[config.mk]
export PLATFORM = sky130hd
export DESIGN_NAME = format_spec_parser_flat
export DESIGN_NICKNAME = d
export VERILOG_FILES = /design/src/sv/fsp_pkg.sv /design/src/sv/fsp_if.sv /design/src/sv/fsp_sat_mac.sv /design/src/sv/fsp_out_reg.sv /design/src/sv/format_spec_parser.sv /design/src/flat_wrapper.sv
export SDC_FILE = /design/constraint.sdc
export NUM_CORES = 1
export LEC_CHECK = 0
export ABC_AREA = 1
export BUFFER_PORTS_ARGS = -buffer_cell sky130_fd_sc_hd__buf_2
export CORE_ASPECT_RATIO = 0.8
export CORE_MARGIN = 1.5
export CORE_UTILIZATION = 60
export CTS_CLUSTER_SIZE = 14
export DETAILED_ROUTE_END_ITERATION = 10
export PLACE_DENSITY = 0.77
export SETUP_SLACK_MARGIN = 0.3
export SYNTH_ARGS = -nofsm -noshare
export SYNTH_HDL_FRONTEND = slang
export SYNTH_SLANG_ARGS = --single-unit
[constraint.sdc]
create_clock -name clk_i -period 5.3 [get_ports clk_i]
set_input_delay 1.06 -clock clk_i [delete_from_list [all_inputs] [get_ports clk_i]]
set_output_delay 1.06 -clock clk_i [all_outputs]
set_load 0.03 [all_outputs]
[src/sv/fsp_pkg.sv]
// Package: codes, character constants, result type and decode helpers of the format spec parser.
package fsp_pkg;

  localparam logic [7:0] ChPercent = 8'h25;
  localparam logic [7:0] ChDot     = 8'h2e;
  localparam logic [7:0] ChSpace   = 8'h20;
  localparam logic [7:0] ChHash    = 8'h23;
  localparam logic [7:0] ChZero    = 8'h30;
  localparam logic [7:0] ChNine    = 8'h39;
  localparam logic [7:0] ChMinus   = 8'h2d;
  localparam logic [7:0] ChPlus    = 8'h2b;
  localparam logic [7:0] ChLenL    = 8'h6c;
  localparam logic [7:0] ChLenH    = 8'h68;

  localparam logic [1:0] StStandard = 2'd0;
  localparam logic [1:0] StCustom   = 2'd1;
  localparam logic [1:0] StUnknown  = 2'd2;
  localparam logic [1:0] StNoPct    = 2'd3;

  localparam logic [1:0] LenNone = 2'd0;
  localparam logic [1:0] LenL    = 2'd1;
  localparam logic [1:0] LenH    = 2'd2;

  localparam logic [4:0] FlagSpace = 5'b00001;
  localparam logic [4:0] FlagHash  = 5'b00010;
  localparam logic [4:0] FlagZero  = 5'b00100;
  localparam logic [4:0] FlagMinus = 5'b01000;
  localparam logic [4:0] FlagPlus  = 5'b10000;
  localparam logic [4:0] FlagNone  = 5'b00000;

  typedef struct packed {
    logic [1:0]  status;
    logic [4:0]  flag_bits;
    logic [15:0] field_width;
    logic [15:0] precision_value;
    logic [1:0]  length_code;
    logic [7:0]  spec_char;
  } fsp_result_t;

  function automatic logic [4:0] flag_bit(input logic [7:0] c);
    logic [4:0] f;
    case (c)
      ChSpace: f = FlagSpace;
      ChHash:  f = FlagHash;
      ChZero:  f = FlagZero;
      ChMinus: f = FlagMinus;
      ChPlus:  f = FlagPlus;
      default: f = FlagNone;
    endcase
    return f;
  endfunction

  function automatic logic [1:0] len_code(input logic [7:0] c);
    logic [1:0] l;
    case (c)
      ChLenL:  l = LenL;
      ChLenH:  l = LenH;
      default: l = LenNone;
    endcase
    return l;
  endfunction

  function automatic logic is_digit(input logic [7:0] c);
    return (c >= ChZero) && (c <= ChNine);
  endfunction

  function automatic logic is_std(input logic [7:0] c);
    logic r;
    case (c) inside
      8'h63, 8'h73, 8'h69, 8'h64, 8'h75, 8'h6f, 8'h78, 8'h58, 8'h70: r = 1'b1;
      default: r = 1'b0;
    endcase
    return r;
  endfunction

  function automatic logic is_custom(input logic [7:0] c);
    logic r;
    case (c) inside
      8'h72, 8'h52, 8'h53, 8'h62: r = 1'b1;
      default: r = 1'b0;
    endcase
    return r;
  endfunction

endpackage

[src/sv/fsp_if.sv]
// Interfaces: character input channel and result output channel.
interface fsp_in_if;
  logic       valid;
  logic       ready;
  logic [7:0] ch;

  modport source (output valid, output ch, input ready);
  modport sink   (input valid, input ch, output ready);
endinterface

interface fsp_out_if;
  logic        valid;
  logic        ready;
  logic [1:0]  status;
  logic [4:0]  flag_bits;
  logic [15:0] field_width;
  logic [15:0] precision_value;
  logic [1:0]  length_code;
  logic [7:0]  spec_char;

  modport source (output valid, output status, output flag_bits, output field_width,
                  output precision_value, output length_code, output spec_char,
                  input ready);
  modport sink   (input valid, input status, input flag_bits, input field_width,
                  input precision_value, input length_code, input spec_char,
                  output ready);
endinterface

[src/sv/fsp_sat_mac.sv]
// Saturating decimal accumulate: acc * 10 + digit, clamped at the all-ones value.
module fsp_sat_mac #(
  parameter int NUM_BITS = 16
) (
  input  logic [NUM_BITS-1:0] acc_i,
  input  logic [3:0]          digit_i,
  output logic [NUM_BITS-1:0] acc_o
);

  localparam int SumW = NUM_BITS + 4;

  logic [SumW-1:0] sum;
  logic [SumW-1:0] max_ext;

  assign sum     = {1'b0, acc_i, 3'b000} + {3'b000, acc_i, 1'b0} + SumW'(digit_i);
  assign max_ext = {4'b0000, {NUM_BITS{1'b1}}};
  assign acc_o   = (sum > max_ext) ? {NUM_BITS{1'b1}} : sum[NUM_BITS-1:0];

endmodule

[src/sv/fsp_out_reg.sv]
// Result register: holds one result word until the sink takes it.
module fsp_out_reg (
  input  logic                clk_i,
  input  logic                rst_ni,
  input  logic                load_i,
  input  fsp_pkg::fsp_result_t res_i,
  output logic                free_o,
  fsp_out_if.source           out_o
);
  import fsp_pkg::*;

  logic        valid_q;
  fsp_result_t res_q;

  assign free_o = !valid_q || out_o.ready;

  always_ff @(posedge clk_i or negedge rst_ni) begin
    if (!rst_ni) begin
      valid_q <= 1'b0;
    end else if (load_i) begin
      valid_q <= 1'b1;
    end else if (out_o.ready) begin
      valid_q <= 1'b0;
    end
  end

  always_ff @(posedge clk_i) begin
    if (load_i) begin
      res_q <= res_i;
    end
  end

  assign out_o.valid           = valid_q;
  assign out_o.status          = res_q.status;
  assign out_o.flag_bits       = res_q.flag_bits;
  assign out_o.field_width     = res_q.field_width;
  assign out_o.precision_value = res_q.precision_value;
  assign out_o.length_code     = res_q.length_code;
  assign out_o.spec_char       = res_q.spec_char;

endmodule

[src/sv/format_spec_parser.sv]
// Top level: byte-serial parser for %[flags][width][.precision][l|h]specifier.
//
// Takes one character word per cycle when ready, and gives one result word
// when a specifier byte closes a specification, or at once for any byte other
// than '%' while idle. Every byte is handled in the cycle it is accepted: the
// parse phase and the flag, width, precision and length registers update at
// that edge, and a result lands in the output register, visible the next cycle.
// Input ready is high whenever the output register is empty or being drained,
// so the sustained rate is one character per cycle if the sink keeps up. Width
// and precision accumulate in NUM_BITS-bit registers with a multiply-by-ten
// add that saturates at 2^NUM_BITS - 1; the result fields carry the low 16 bits.
module format_spec_parser #(
  parameter int NUM_BITS = 16
) (
  input  logic      clk_i,
  input  logic      rst_ni,
  fsp_in_if.sink    in_i,
  fsp_out_if.source out_o
);
  import fsp_pkg::*;

  typedef enum logic [4:0] {
    PH_IDLE  = 5'b00001,
    PH_FLAGS = 5'b00010,
    PH_WIDTH = 5'b00100,
    PH_PREC  = 5'b01000,
    PH_SPEC  = 5'b10000
  } phase_e;

  phase_e              phase_q, phase_d;
  logic [4:0]          flag_q, flag_d;
  logic [NUM_BITS-1:0] width_q, width_d;
  logic [NUM_BITS-1:0] prec_q, prec_d;
  logic [1:0]          len_q, len_d;

  logic [NUM_BITS-1:0] width_mac, prec_mac;
  logic [7:0]          c;
  logic [4:0]          fbit;
  logic [1:0]          lcode;
  logic                digit;
  logic                accept, free, res_valid;
  fsp_result_t         res, res_spec;

  assign c      = in_i.ch;
  assign fbit   = flag_bit(c);
  assign lcode  = len_code(c);
  assign digit  = is_digit(c);
  assign accept = in_i.valid && free;
  assign in_i.ready = free;

  fsp_sat_mac #(.NUM_BITS(NUM_BITS)) u_width_mac (
    .acc_i  (width_q),
    .digit_i(c[3:0]),
    .acc_o  (width_mac)
  );

  fsp_sat_mac #(.NUM_BITS(NUM_BITS)) u_prec_mac (
    .acc_i  (prec_q),
    .digit_i(c[3:0]),
    .acc_o  (prec_mac)
  );

  always_comb begin
    res_spec.flag_bits       = flag_q;
    res_spec.field_width     = 16'(width_q);
    res_spec.precision_value = 16'(prec_q);
    res_spec.length_code     = len_q;
    res_spec.spec_char       = c;
    if (is_std(c)) begin
      res_spec.status = StStandard;
    end else if (is_custom(c)) begin
      res_spec.status          = StCustom;
      res_spec.flag_bits       = FlagNone;
      res_spec.field_width     = 16'd0;
      res_spec.precision_value = 16'd0;
      res_spec.length_code     = LenNone;
    end else begin
      res_spec.status    = StUnknown;
      res_spec.spec_char = 8'd0;
    end
  end

  always_comb begin
    phase_d   = phase_q;
    flag_d    = flag_q;
    width_d   = width_q;
    prec_d    = prec_q;
    len_d     = len_q;
    res_valid = 1'b0;
    res       = res_spec;
    unique case (phase_q) inside
      PH_FLAGS, PH_WIDTH: begin
        if ((phase_q == PH_FLAGS) && (fbit != FlagNone)) begin
          flag_d = flag_q | fbit;
        end else if (digit) begin
          width_d = width_mac;
          phase_d = PH_WIDTH;
        end else if (c == ChDot) begin
          phase_d = PH_PREC;
        end else if (lcode != LenNone) begin
          len_d   = lcode;
          phase_d = PH_SPEC;
        end else begin
          res_valid = 1'b1;
        end
      end
      PH_PREC: begin
        if (digit) begin
          prec_d = prec_mac;
        end else if (lcode != LenNone) begin
          len_d   = lcode;
          phase_d = PH_SPEC;
        end else begin
          res_valid = 1'b1;
        end
      end
      PH_SPEC: begin
        res_valid = 1'b1;
      end
      default: begin
        flag_d  = FlagNone;
        width_d = '0;
        prec_d  = '0;
        len_d   = LenNone;
        if (c == ChPercent) begin
          phase_d = PH_FLAGS;
        end else begin
          phase_d                 = PH_IDLE;
          res_valid               = 1'b1;
          res.status              = StNoPct;
          res.flag_bits           = FlagNone;
          res.field_width         = 16'd0;
          res.precision_value     = 16'd0;
          res.length_code         = LenNone;
          res.spec_char           = 8'd0;
        end
      end
    endcase
    if (res_valid) begin
      phase_d = PH_IDLE;
      flag_d  = FlagNone;
      width_d = '0;
      prec_d  = '0;
      len_d   = LenNone;
    end
  end

  always_ff @(posedge clk_i or negedge rst_ni) begin
    if (!rst_ni) begin
      phase_q <= PH_IDLE;
      flag_q  <= FlagNone;
      width_q <= '0;
      prec_q  <= '0;
      len_q   <= LenNone;
    end else if (accept) begin
      phase_q <= phase_d;
      flag_q  <= flag_d;
      width_q <= width_d;
      prec_q  <= prec_d;
      len_q   <= len_d;
    end
  end

  fsp_out_reg u_out_reg (
    .clk_i (clk_i),
    .rst_ni(rst_ni),
    .load_i(accept && res_valid),
    .res_i (res),
    .free_o(free),
    .out_o (out_o)
  );

endmodule
[src/flat_wrapper.sv]
// flat-port wrapper written by rule: the top's interface ports become plain ports
module format_spec_parser_flat import fsp_pkg::*;
#(
  parameter int NUM_BITS = 16
)
  (clk_i, rst_ni, in_i_valid, in_i_ch, in_i_ready, out_o_valid, out_o_status, out_o_flag_bits, out_o_field_width, out_o_precision_value, out_o_length_code, out_o_spec_char, out_o_ready);
  fsp_in_if in_i_i ();
  fsp_out_if out_o_i ();
  input  logic clk_i;
  input  logic rst_ni;
  input wire logic [$bits(in_i_i.valid)-1:0] in_i_valid;
  input wire logic [$bits(in_i_i.ch)-1:0] in_i_ch;
  output wire logic [$bits(in_i_i.ready)-1:0] in_i_ready;
  output wire logic [$bits(out_o_i.valid)-1:0] out_o_valid;
  output wire logic [$bits(out_o_i.status)-1:0] out_o_status;
  output wire logic [$bits(out_o_i.flag_bits)-1:0] out_o_flag_bits;
  output wire logic [$bits(out_o_i.field_width)-1:0] out_o_field_width;
  output wire logic [$bits(out_o_i.precision_value)-1:0] out_o_precision_value;
  output wire logic [$bits(out_o_i.length_code)-1:0] out_o_length_code;
  output wire logic [$bits(out_o_i.spec_char)-1:0] out_o_spec_char;
  input wire logic [$bits(out_o_i.ready)-1:0] out_o_ready;
  assign in_i_i.valid = in_i_valid;
  assign in_i_i.ch = in_i_ch;
  assign in_i_ready = in_i_i.ready;
  assign out_o_valid = out_o_i.valid;
  assign out_o_status = out_o_i.status;
  assign out_o_flag_bits = out_o_i.flag_bits;
  assign out_o_field_width = out_o_i.field_width;
  assign out_o_precision_value = out_o_i.precision_value;
  assign out_o_length_code = out_o_i.length_code;
  assign out_o_spec_char = out_o_i.spec_char;
  assign out_o_i.ready = out_o_ready;
  format_spec_parser #(.NUM_BITS(NUM_BITS)) u_core (.clk_i(clk_i), .rst_ni(rst_ni), .in_i(in_i_i), .out_o(out_o_i));
endmodule
# --- Word-level counts from Yosys, hierarchy flattened ---
# Index checks and enable logic that the tools add are counted.
op_classes:
  n_addsub: 4
  magnitude_cmp: 4
  eq_ne: 36
  n_mux: 48
  n_bitwise: 1
  n_reduce_logical: 20
ops:
  columns: ["cell", "count"]
  rows:
  - ["== test 8 x 7 -> 1 bit (second input constant)", 15]
  - ["2-to-1 mux 16 bit", 7]
  - ["2-to-1 mux 49 bit", 2]
  - ["case mux 16 bit (2 select lines)", 2]
  - ["== test 8 x 6 -> 1 bit (second input constant)", 7]
  - ["2-to-1 mux 47 bit", 1]
  - ["adder 19 x 17 -> 20 bit", 2]
  - ["adder 20 x 4 -> 20 bit", 2]
  - ["> comparator 20 x 16 -> 1 bit (second input constant)", 2]
  - ["2-to-1 mux 5 bit", 8]
  - ["2-to-1 mux 39 bit", 1]
  - ["case mux 5 bit (5 select lines)", 1]
  - ["2-to-1 mux 2 bit", 9]
  - ["case mux 5 bit (3 select lines)", 1]
  - ["2-to-1 mux 1 bit", 11]
  - ["case mux 5 bit (2 select lines)", 1]
  - ["!= test 3 x 1 -> 1 bit (second input constant)", 3]
  - ["OR reduction 9 bit", 1]
  - [">= comparator 8 x 6 -> 1 bit (second input constant)", 1]
  - ["less-or-equal comparator 8 x 6 -> 1 bit (second input constant)", 1]
  - ["2-to-1 mux 8 bit", 1]
  - ["AND reduction 4 bit", 2]
  - ["OR reduction 4 bit", 2]
  - ["!= test 2 x 1 -> 1 bit (second input constant)", 3]
  - ["other kinds (19)", 27]
word_totals:
  ff_bits: 94
  inputBits: 12
  output_inout_bits: 51
  word_cells: 125

# --- Depth between registers and ports, before layout ---
# Gate-level depths: netlist (run 1).
depth:
  ltp_word: 10
  ltp_mapped: 16
  ltp_nobuf: 15

# --- Cells and area by module ---
# Synthesis (run 1) repeated with hierarchy kept, for this count alone.
unflattened:
  cells_unflattened: 951
  hier_area_um2: 7657.3
modules_own_cells:
  columns: ["module", "instances", "cells_each", "area_each_um2", "seq_area_each_um2"]
  rows:
  - ["format_spec_parser", 1, 437, 3052.9, 1102.3]
  - ["fsp_sat_mac (u_core.u_width_mac)", 1, 228, 1545.2, 0.0]
  - ["fsp_sat_mac (u_core.u_prec_mac)", 1, 232, 1542.7, 0.0]
  - ["fsp_out_reg", 1, 54, 1516.5, 1496.4]

# --- Least setup slack after synthesis (run 1) ---
# Ideal clock, no wire load.
synth_path:
  path_type: "input port to flip-flop"
  start: "in in_i_ch[3]"
  end: "reg u_core.width_q[10]"
  setup_ns: 0.118
  arrival_time_ns: 3.257
  required_time_ns: 5.182
  setup_slack_ns: 1.925
  path_stages: 15
  path_buffers: 1
  path_cell_list: "fa_1 > fa_1 > nand3_1 > nand3_1 > nand2_1 > nand2_1 > nand2_1 > nand2_1 > nand2_1 > nand2_1 > nor2_2 > buf_2 > nand3_1 > nand4_1 > nand2_1"
synth_between:
  elab_chain_cells: 10
  elab_cells_between_ends: 35
  classes_between: "1 x add/sub; 3 x order compare; 12 x eq/ne; 14 x mux; 5 x reduce/logical"
synth_lines:
  columns: ["element", "line_no", "rtl"]
  rows:
  - ["from (decl)", "flat_wrapper.sv:12", "input wire logic [$bits(in_i_i.ch)-1:0] in_i_ch;"]
  - ["branches (longest 10 deep; another with adder 20 x 4 -> 20 bit)", null, null]
  - ["to (signal assigned)", "format_spec_parser.sv:158", "width_q <= width_d;"]
  - ["to (decl)", "format_spec_parser.sv:32", "logic [NUM_BITS-1:0] width_q, width_d;"]
# Several ways; the timed one is not identified. The select of a mux whose other input is x is not followed.
# A chain may end at the register's enable or synchronous reset.

# --- Worst setup path after layout (run 1) ---
layout_path:
  start: "in in_i_ch[3]"
  end: "reg u_core.width_q[7]"
# The elaborated chain is that of the path after synthesis.

==> qor.tcl, run 1 <==
set qor(chipHeight_um) 98.6
set qor(p_clk_share_pct) 40.7
set qor(run_status) {complete, no violations}
set qor(cellInternalPower_mw) 1.16
set qor(finalSetupTns_ns) 0
set qor(drt_first_iter_violations) 583
set qor(ys_seq_area_share_pct) 37.9
set qor(crit_path_end_kind) {register}
set qor(fin_skew_ns) 0.00854
set qor(grt_first_pass_wirelength_um) 26800
set qor(timing.critical_path.required_ns) 5.53
set qor(p_sw_uw) 419
set qor(antenna_cells) 0
set qor(switching_share_pct) 26.6
set qor(post_synth_and_or_nand_nor_area_fraction_pct) 33.5
set qor(minimum_hold_slack_ns) 0.478
set qor(placeableCoreArea_um2) 11000
set qor(tightest_slew_ns) 1.09
set qor(post-cts-setup-buffers) 0
set qor(syn_area_um2) 6850
set qor(synth-adder-area-share_pct) 12.5
set qor(route.final.wire_length_um) 16000
set qor(syn_to_final_growth_pct) 10.0
set qor(setup-violations-final) 0
set qor(std_cell_rows) 34
set qor(dr.pass1.iters) 6
set qor(detailedPlacementHpwl_um) 12100
set qor(synth_top_family_by_area) {simple AND/OR/NAND/NOR gates}
set qor(cap_viol_max_count) 0
set qor(ys_types) 48
set qor(synth_nets) 941
set qor(layout.nets) 998
set qor(clkSinkCount) 94
set qor(cts_buffers) 9
set qor(drc) 0
set qor(powerDensity_nw_per_um2) 209
set qor(synth.mux.area_fraction_pct) 0
set qor(via_count_of_the_first_global_routing_pass) 5562
set qor(synthXorXnorAreaFrac_pct) 2.81
set qor(number_of_antenna_violations_at_the_first_check_in_global_routing) 0
set qor(grt_overflow_total) 0
set qor(vias) 6029
set qor(cellLeakagePower_nw) 3.95
set qor(flop_pwr_share_pct) 50.7
set qor(timing.hold.worst.class) {reg -> reg}
set qor(timing.final.crit_period_ns) 3.64
set qor(cts-resized-gates) 0
set qor(layout_common_cells) {nand2_1, inv_1, nor2_1}
set qor(avgViaCountPerCell) 5.64
set qor(syn-mean-instance-area_um2) 7.94
set qor(yosys_register_bits) 94
set qor(ios) 63
set qor(grt_max_degree) 50
set qor(starting_density_of_the_core_pct) 62.4
set qor(ctsRootBufferMaster) {clkbuf_16}
set qor(port-buffer-count) 62
set qor(htree_num_levels) 3
set qor(clk_pin_slew_ns) 0.07
set qor(slew_violations) 0
set qor(mostFrequentLayoutCell) {nand2_1}
set qor(worstSetupPathType) {in -> reg}
set qor(grt_setup_unrepaired) {no}
set qor(wl_per_cell_um) 14.9
set qor(synth_area_in_compound_gates_pct) 5.77
set qor(yosysWarnings) 0
set qor(final_min_period_over_clock_period_pct) 68.6
set qor(cts_hold_buffers) 0
set qor(max_slew_margin_pct) 27.1
set qor(crit_fanout) 16
set qor(combPwrFrac_pct) 8.7
set qor(drive_gt1_share_pct) 16.1
set qor(dieArea_um2) 12100
set qor(global_route.usage.total_pct) 27.9
set qor(clock.fmax_ghz) 0.275
set qor(critPathArrivalTime_ns) 3.87
set qor(cts_tree) {done}
set qor(worst_ir_drop_on_vdd_uv) 157
set qor(clock_latency_reported_for_the_late_side_of_the_worst_skew_pair_ns) 0.35
set qor(final_count_of_hold_timing_violations) 0
set qor(drtAntennaViolNets) 0
set qor(syn_inst) 863
set qor(routabilityCongestion) 0.977
set qor(worst_setup_path_start_kind) {input port}
set qor(ctsLongestPathBuffers) 2
set qor(fillerInstances) 913
set qor(fp.dieW_um) 122
routing by layer:
metal / track usage (%) / share of wire (%)
met1: 42.4 / 48
met5: 0 / 0
met3: 5.32 / 8.1
met2: 41.4 / 43
met4: 5.90 / 1.0
worst max-delay path, cell delays in order:
cell     delay (ns)
buf_2          0.18
fa_1           0.58
fa_1           0.51
nand3_1        0.11
nand3_1        0.13
nand2_1        0.09
nand2_1        0.09
nand2_1        0.11
nand2_1        0.06
nand2_1        0.06
nand2_1        0.05
nor2_2         0.46
nand3_1        0.16
nand4_1        0.13
nand2_1        0.07
metrics by stage:
stage | std cells | util (%) | setup WS (ns) | power, mW | area [um2]
3_5_place_dp | 1053 | 65.9 | 1.36 | 0.949 | 7240
6_report | 1069 | 68.7 | 1.66 | 1.57 | 7540
5_1_grt | 1069 | 68.7 | 1.38 | 1.62 | 7540
4_1_cts | 1069 | 68.7 | 1.72 | 1.58 | 7540
3_3_place_gp | 1053 | 65.9 | 1.42 | 0.947 | 7240
2_1_floorplan | 863 | - | 1.92 | 0.905 | 6850
final timing paths:
check	startpoint	to	slack, ns	depth (start not counted)
setup / recovery	in_i_ch[3]	u_core.width_q[7]$_DFFE_PN0P_	1.66	15
min in group asynchronous	rst_ni	u_core.prec_q[11]$_DFFE_PN0P_	0.88	1
hold reg to reg	u_core.flag_q[2]$_DFFE_PN0P_	u_core.flag_q[2]$_DFFE_PN0P_	0.48	2
hold / removal	u_core.flag_q[2]$_DFFE_PN0P_	u_core.flag_q[2]$_DFFE_PN0P_	0.48	2
max in group asynchronous	rst_ni	u_core.width_q[12]$_DFFE_PN0P_	3.76	1
setup reg to reg	u_core.width_q[0]$_DFFE_PN0P_	u_core.width_q[7]$_DFFE_PN0P_	2.15	14
registers in the layout, summed over array words and instances, names as in the netlist, 5 cells and up:
signal,flops
u_core.flag_q,5
u_core.phase_q,5
u_core.prec_q,16
u_core.u_out_reg.out_o.field_width,16
u_core.u_out_reg.out_o.flag_bits,5
u_core.u_out_reg.out_o.precision_value,16
u_core.u_out_reg.out_o.spec_char,8
u_core.width_q,16
layout make-up:
type	count	area, um2	share of cell area (%)
Sequential cell	94	2600	34.5
Clock buffer	9	225	2.99
Inverter	105	398	5.28
Tap cell	144	180	2.39
Clock inverter	7	75.1	0.996
Timing Repair Buffer	63	318	4.22
Multi-Input combinational cell	647	3740	49.7
cells by family after synthesis:
group	after synthesis
simple gates	489
fa+ha+maj	66
flops	94
other cells	1
buf+inv	122
compound gates	69
xor+xnor	22
power groups by stage:
stage / Sequential [mW] / Clock (mW) / Combinational [mW]
after floorplan: 0.853 / 0 / 0.0518
after global placement: 0.812 / 0 / 0.134
after detailed placement: 0.813 / 0 / 0.136
after CTS: 0.798 / 0.645 / 0.137
after global routing: 0.800 / 0.676 / 0.148
final: 0.798 / 0.640 / 0.136
cells in the mapped netlist, drive strengths merged:
master / number / area (um2)
nand2: 258 / 1070
inv: 104 / 393
nor2: 104 / 444
nand3: 71 / 408
ha: 62 / 776
edfxtp: 49 / 1470
dfrtp: 44 / 1100
a21oi: 41 / 213
nand4: 30 / 218
o21ai: 16 / 83.8
xnor2: 14 / 123
buf: 13 / 96.3
nor3: 13 / 65.1
nand3b: 9 / 67.6
xor2: 8 / 70.1
clkbuf: 4 / 15.0
fa: 4 / 80.1
o21bai: 3 / 33.8
a21o: 2 / 15.0
a31oi: 2 / 12.5
a211oi: 1 / 7.51
a21boi: 1 / 7.51
a41oi: 1 / 8.76
and2: 1 / 6.26
and3: 1 / 6.26
clkinv: 1 / 5.00
conb: 1 / 3.75
dfstp: 1 / 26.3
nor3b: 1 / 7.51
o22ai: 1 / 6.26
o31ai: 1 / 7.51
or2: 1 / 6.26
(Power assumes the default switching activity.)
==> inputs of run 2 (changes only) <==
- clock period: 5.3 -> 3.47 ns (I/O delays scaled with it)
==> run 2 against run 1 <==
Effect of this change:
- sequential power grew 53%
- worst hold slack improved by 0.0030 ns
- critical path type unchanged
- cell count is 0.65% higher
==> qor.tcl, run 2 (synthesis results as in run 1) <==
set qor(met3WireLength_um) 1270 ;# was 1290 um
set qor(cts_buffers) 9 ;# unchanged
set qor(dr.pass1.iters) 9 ;# was 6
set qor(slowest_stage) {fa_2} ;# was fa_1
set qor(clk_pin_slew_ns) 0.07 ;# about the same
set qor(clock.fmax_ghz) 0.338
set qor(maxUsedRoutingLayer) {met4} ;# unchanged
set qor(layoutNonFillerInstCount) 1076 ;# was 1069
set qor(chipHeight_um) 98.6 ;# unchanged
set qor(ctsRootBufferMaster) {clkbuf_16} ;# unchanged
set qor(final_min_period_over_clock_period_pct) 85.3
set qor(drt_first_iter_violations) 596 ;# was 583
set qor(met2RoutedLength_um) 6970 ;# was 6850 um
set qor(grt_overflow_total) 0 ;# unchanged
set qor(worst_ir_drop_on_vdd_uv) 270 ;# was 157 uV
set qor(run_status) {complete, no violations} ;# unchanged
set qor(cts_tree) {done} ;# unchanged
set qor(timing.critical_path.required_ns) 3.70 ;# was 5.53 ns
set qor(port-buffer-count) 62 ;# unchanged
set qor(placeableCoreArea_um2) 11000 ;# unchanged
set qor(worstSetupPathType) {in -> reg} ;# unchanged
set qor(clock_latency_reported_for_the_late_side_of_the_worst_skew_pair_ns) 0.35 ;# about the same
set qor(drc) 0 ;# unchanged
set qor(ctsLongestPathBuffers) 2 ;# unchanged
set qor(critPathArrivalTime_ns) 3.19 ;# was 3.87 ns
set qor(cellLeakagePower_nw) 3.99 ;# was 3.95 nW
set qor(drtAntennaViolNets) 0 ;# unchanged
set qor(crit_path_end_kind) {register} ;# unchanged
set qor(worstPathCellList) {clkbuf_4 > fa_2 > fa_1 > nand3_1 > nand3_1 > nand2_1 > nand2_1 > nand2_1 > nand2_1 > nand2_1 > nand2_1 > nor2_2 > buf_4 > nand3_1 > nand4_1 > nand2_1} ;# was buf_2 > fa_1 > fa_1 > nand3_1 > nand3_1 > nand2_1 > nand2_1 > nand2_1 > nand2_1 > nand2_1 > nand2_1 > nor2_2 > nand3_1 > nand4_1 > nand2_1
set qor(drive_gt1_share_pct) 16.8 ;# was 16.1%
set qor(crit_family) {simple AND/OR/NAND/NOR gates} ;# unchanged
set qor(setup-violations-final) 0 ;# unchanged
set qor(worst_setup_path_start_kind) {input port} ;# unchanged
set qor(route.final.wire_length_um) 16400 ;# was 16000 um
set qor(timing.hold.worst.class) {reg -> reg} ;# unchanged
set qor(route.layer.met1.wl_um) 7910 ;# was 7650 um
set qor(timing.final.crit_period_ns) 2.96
set qor(powerDensity_nw_per_um2) 317 ;# was 209 nW/um2
set qor(max_slew_margin_pct) 30.8 ;# was 27.1%
set qor(fin_skew_ns) 0.0110 ;# was 0.00854 ns
set qor(slew_violations) 0 ;# unchanged
set qor(critical-path-max-stage-delay_ns) 0.53 ;# was 0.58 ns
set qor(grt_first_pass_wirelength_um) 27900 ;# was 26800 um
set qor(cap_viol_max_count) 0 ;# unchanged
set qor(path_common_cell) {nand2_1} ;# unchanged
set qor(dp.cells) 1060 ;# was 1053
set qor(final_count_of_hold_timing_violations) 0 ;# unchanged
set qor(starting_density_of_the_core_pct) 62.4 ;# unchanged
set qor(global_route.usage.total_pct) 28.9 ;# was 27.9%
set qor(grt_setup_unrepaired) {no} ;# unchanged
set qor(finalSetupTns_ns) 0 ;# unchanged
set qor(overall_power_mw) 2.41 ;# was 1.57 mW
set qor(mostFrequentLayoutCell) {nand2_1} ;# unchanged
set qor(antenna_cells) 0 ;# unchanged
set qor(tightest_slew_ns) 1.04 ;# was 1.09 ns
set qor(grt_max_degree) 46 ;# was 50
set qor(via_count_of_the_first_global_routing_pass) 5802 ;# was 5562
set qor(avgViaCountPerCell) 5.62 ;# was 5.64
set qor(std_cell_rows) 34 ;# unchanged
set qor(routabilityCongestion) 0.975 ;# was 0.977
set qor(detailedPlacementHpwl_um) 12600 ;# was 12100 um
set qor(ios) 63 ;# unchanged
set qor(crit_fanout) 16 ;# unchanged
set qor(layout.nets) 1005 ;# was 998
set qor(htree_num_levels) 3 ;# unchanged
set qor(layout_common_cells) {nand2_1, inv_1, nor2_1} ;# unchanged
set qor(wl_per_cell_um) 15.3 ;# was 14.9 um
set qor(vias) 6048 ;# was 6029
set qor(post-cts-setup-buffers) 0 ;# unchanged
set qor(syn_to_final_growth_pct) 11.1 ;# was 10.0%
set qor(clkSinkCount) 94 ;# unchanged
set qor(dieArea_um2) 12100 ;# unchanged
set qor(cp.buffers_inverters) 2 ;# was 1
set qor(fp.dieW_um) 122 ;# unchanged
set qor(number_of_antenna_violations_at_the_first_check_in_global_routing) 0 ;# unchanged
set qor(finalCoreUtilization_pct) 69.3 ;# was 68.7%
==> run 2: changes by cell type in the layout (fill, tap and decap cells not counted), sizes merged <==
cell    before  now
buf         63   69
clkbuf       9   10
==> run 2: worst register-to-register path, delay by kind of cell, from the launching register on <==
kind | cells | cell delay, ns
buffers and inverters | 1 | 0.21
DFF | 1 | 0.48
adders and majority gates | 2 | 1.02
and+or+nand+nor | 12 | 1.06
==> run 2: area by class of cell <==
| class | count | area (um2) |
|---|---|---|
| multi-input cells | 647 | 3740 |
| clock inverters | 7 | 75.1 |
| repair buffers | 70 | 385 |
| fillers | 901 | 3370 |
| well taps | 144 | 180 |
| flip-flops and latches | 94 | 2600 |
| clock buffers | 9 | 225 |
| inverters | 105 | 398 |
==> run 2: metal layers <==
metal | GRT usage [%] | vias up
met3 | 4.92 | 35
met2 | 42.8 | 245
met1 | 44.2 | 2794
li1 | - | 2974
met4 | 7.07 | 0
met5 | 0 | -
==> run 2: timing repair <==
item	4_1_cts	5_1_grt
hold buffers	0	0
setup endpoints to repair	0	13
gates resized for setup	0	2
==> run 2: worst paths after layout <==
check / startpoint / endpoint / slack, ns / cells after the start
max: in_i_ch[3] / u_core.width_q[8]$_DFFE_PN0P_ / 0.51 / 16
min: u_core.len_q[0]$_DFFE_PN0P_ / u_core.len_q[0]$_DFFE_PN0P_ / 0.48 / 2
max reg2reg: u_core.width_q[2]$_DFFE_PN0P_ / u_core.width_q[8]$_DFFE_PN0P_ / 0.58 / 15
min reg2reg: u_core.len_q[0]$_DFFE_PN0P_ / u_core.len_q[0]$_DFFE_PN0P_ / 0.48 / 2
max in group asynchronous: rst_ni / u_core.width_q[12]$_DFFE_PN0P_ / 2.30 / 1
min in group asynchronous: rst_ni / u_core.flag_q[4]$_DFFE_PN0P_ / 0.52 / 1
==> run 2: report_power, final <==
group	total (mW)	switching, mW	internal [mW]
Clock	0.975	0.465	0.511
Combinational	0.215	0.166	0.0487
Sequential	1.22	0.00984	1.21
Total	2.41	0.641	1.77
==> run 2: stage by stage <==
step                      hold WS, ns  setup slack (ns)  instance area (um2)
after floorplan                 0.398             0.461                 6850
after global placement          0.458             0.220                 7300
after detailed placement        0.462             0.130                 7300
after CTS                       0.480             0.484                 7600
after global routing            0.496             0.301                 7610
final                           0.481             0.510                 7610
==> inputs of run 3 (changes only) <==
- CORE_UTILIZATION: 60 -> 40
- PLACE_DENSITY: 0.77 -> 0.54
==> run 3 against run 2 <==
Effect of this change:
- clock skew down 0.0039 ns
- design area up 1.8%
- power up 2.5%
- highest routed layer unchanged
- sequential cell count unchanged
- worst hold slack worse by 0.16 ns
- combinational power up 2%
- largest power group unchanged
- die area up 48%
- global-route usage down 8.9 points
==> qor.tcl, run 3 (synthesis results as in run 1) <==
set qor(run_status) {complete, no violations} ;# unchanged
set qor(crit_path_end_kind) {register} ;# unchanged
set qor(drc) 0 ;# unchanged
set qor(layout_common_cells) {nand2_1, inv_1, nor2_1} ;# unchanged
set qor(slew_violations) 0 ;# unchanged
set qor(placeableCoreArea_um2) 16700 ;# was 11000 um2
set qor(drt_first_iter_violations) 400 ;# was 596
set qor(layout.nets) 1008 ;# was 1005
set qor(fp.dieW_um) 149 ;# was 122 um
set qor(ios) 63 ;# unchanged
set qor(finalSetupTns_ns) 0 ;# unchanged
set qor(area_used_by_multi_input_combinational_logic_um2) 3740 ;# about the same
set qor(crit_fanout) 16 ;# unchanged
set qor(ctsLongestPathBuffers) 2 ;# unchanged
set qor(clkSinkCount) 94 ;# unchanged
set qor(routabilityCongestion) 0.874 ;# was 0.975
set qor(cap_viol_max_count) 0 ;# unchanged
set qor(cellLeakagePower_nw) 4.02 ;# was 3.99 nW
set qor(setup-violations-final) 0 ;# unchanged
set qor(std_cell_rows) 42 ;# was 34
set qor(tightest_slew_ns) 0.553 ;# was 1.04 ns
set qor(antenna_cells) 0 ;# unchanged
set qor(p_sw_uw) 644 ;# was 641 uW
set qor(worst_ir_drop_on_vdd_uv) 183 ;# was 270 uV
set qor(overall_power_mw) 2.47 ;# was 2.41 mW
set qor(port-buffer-count) 62 ;# unchanged
set qor(starting_density_of_the_core_pct) 41.1 ;# was 62.4%
set qor(post-cts-setup-buffers) 0 ;# unchanged
set qor(switching_share_pct) 26.1 ;# was 26.6%
set qor(clock_latency_reported_for_the_late_side_of_the_worst_skew_pair_ns) 0.35 ;# about the same
set qor(chipHeight_um) 120 ;# was 98.6 um
set qor(ctsRootBufferMaster) {clkbuf_16} ;# unchanged
set qor(timing.critical_path.required_ns) 3.71 ;# was 3.70 ns
set qor(global_route.usage.total_pct) 20.0 ;# was 28.9%
set qor(drtAntennaViolNets) 0 ;# unchanged
set qor(grt_setup_unrepaired) {no} ;# unchanged
set qor(grt_overflow_total) 0 ;# unchanged
set qor(mostFrequentLayoutCell) {nand2_1} ;# unchanged
set qor(stdcell_area_um2) 7750 ;# was 7610 um2
set qor(worst_setup_path_start_kind) {input port} ;# unchanged
set qor(timing.final.crit_period_ns) 2.91 ;# was 2.96 ns
set qor(via_count_of_the_first_global_routing_pass) 5468 ;# was 5802
set qor(wl_per_cell_um) 14.8 ;# was 15.3 um
set qor(cts-resized-gates) 0 ;# unchanged
set qor(htree_num_levels) 3 ;# unchanged
set qor(fin_skew_ns) 0.00705 ;# was 0.0110 ns
set qor(grt_first_pass_wirelength_um) 28100 ;# was 27900 um
set qor(final_min_period_over_clock_period_pct) 83.8 ;# was 85.3%
set qor(route.final.wire_length_um) 17100 ;# was 16400 um
set qor(clk_pin_slew_ns) 0.07 ;# about the same
set qor(number_of_antenna_violations_at_the_first_check_in_global_routing) 0 ;# unchanged
set qor(flop_pwr_share_pct) 49.3 ;# was 50.6%
set qor(syn_to_final_growth_pct) 13.1 ;# was 11.1%
set qor(combPwrFrac_pct) 8.9 ;# about the same
set qor(clock.fmax_ghz) 0.344 ;# was 0.338 GHz
set qor(place_area_um2) 7440 ;# was 7300 um2
set qor(cts_buffers) 9 ;# unchanged
set qor(drive_gt1_share_pct) 17.0 ;# was 16.8%
set qor(area.sequential_um2) 2600 ;# unchanged
set qor(cts_tree) {done} ;# unchanged
set qor(dr.pass1.iters) 7 ;# was 9
set qor(p_clk_share_pct) 41.8 ;# was 40.5%
set qor(grt_max_degree) 50 ;# was 46
set qor(cellInternalPower_mw) 1.83 ;# was 1.77 mW
set qor(detailedPlacementHpwl_um) 12700 ;# was 12600 um
set qor(cts_hold_buffers) 0 ;# unchanged
set qor(max_slew_margin_pct) 63.2 ;# was 30.8%
set qor(fillerInstances) 1681 ;# was 901
set qor(timing.hold.worst.class) {in -> async} ;# was reg -> reg
set qor(critPathArrivalTime_ns) 3.15 ;# was 3.19 ns
set qor(powerDensity_nw_per_um2) 319 ;# was 317 nW/um2
set qor(dieArea_um2) 17900 ;# was 12100 um2
set qor(avgViaCountPerCell) 5.00 ;# was 5.62
set qor(final_count_of_hold_timing_violations) 0 ;# unchanged
set qor(worstSetupPathType) {in -> reg} ;# unchanged
set qor(vias) 5776 ;# was 6048
## run 3: power by group through the flow
stage | sequential, mW | combinational (mW) | clock, mW
after floorplan | 1.30 | 0.0791 | 0
after global placement | 1.24 | 0.222 | 0
after detailed placement | 1.24 | 0.222 | 0
after CTS | 1.22 | 0.222 | 1.06
after global routing | 1.22 | 0.238 | 1.10
final | 1.22 | 0.220 | 1.03
## run 3: worst paths after layout
| check | to | slack [ns] | cells past startpoint | start |
|---|---|---|---|---|
| max in group asynchronous | u_core.prec_q[1]$_DFFE_PN0P_ | 2.35 | 2 | rst_ni |
| max | u_core.width_q[11]$_DFFE_PN0P_ | 0.56 | 16 | in_i_ch[3] |
| max reg2reg | u_core.width_q[11]$_DFFE_PN0P_ | 0.67 | 15 | u_core.width_q[0]$_DFFE_PN0P_ |
| min | u_core.prec_q[13]$_DFFE_PN0P_ | 0.32 | 1 | rst_ni |
| min in group clk_i | u_core.flag_q[1]$_DFFE_PN0P_ | 0.47 | 2 | u_core.flag_q[1]$_DFFE_PN0P_ |
| min reg2reg | u_core.flag_q[1]$_DFFE_PN0P_ | 0.47 | 2 | u_core.flag_q[1]$_DFFE_PN0P_ |
## run 3: metal layers
metal | global-route usage (%) | part of all wire (%) | vias to the layer above | routed length, um
met5 | 0 | 0 | - | 0
met4 | 3.16 | 0.45 | 0 | 76
met3 | 3.95 | 5.2 | 5 | 895
met2 | 27.5 | 39 | 146 | 6600
met1 | 32.2 | 56 | 2647 | 9490
li1 | - | - | 2978 | -
## run 3: layout make-up
class	count	area share, %
clock buffer	9	2.91
clock inverter	7	1.00
inverter	105	5.14
multi-input combinational	647	48.3
sequential	94	33.5
tap	220	3.55
timing repair buffer	73	5.56
## run 3: worst max-delay path, stage by stage
cell and delay, ns:
buf_2 0.19, fa_1 0.55, fa_1 0.49, nand3_1 0.11, nand3_1 0.13, nand2_1 0.09, nand2_1 0.09, nand2_1 0.10
nand2_1 0.05, nand2_1 0.06, nand2_1 0.05, nor2_2 0.12, buf_12 0.15, nand3_1 0.09, nand4_1 0.10, nand2_1 0.05
## run 3: metrics by stage
step | worst slack (ns) | instances | util [%] | hold slack, ns
floorplan | 0.461 | 863 | - | 0.398
global placement | 0.235 | 1139 | 44.7 | 0.454
detailed placement | 0.192 | 1139 | 44.7 | 0.459
CTS | 0.566 | 1155 | 46.5 | 0.334
global route | 0.337 | 1155 | 46.5 | 0.337
finish | 0.564 | 1155 | 46.5 | 0.322
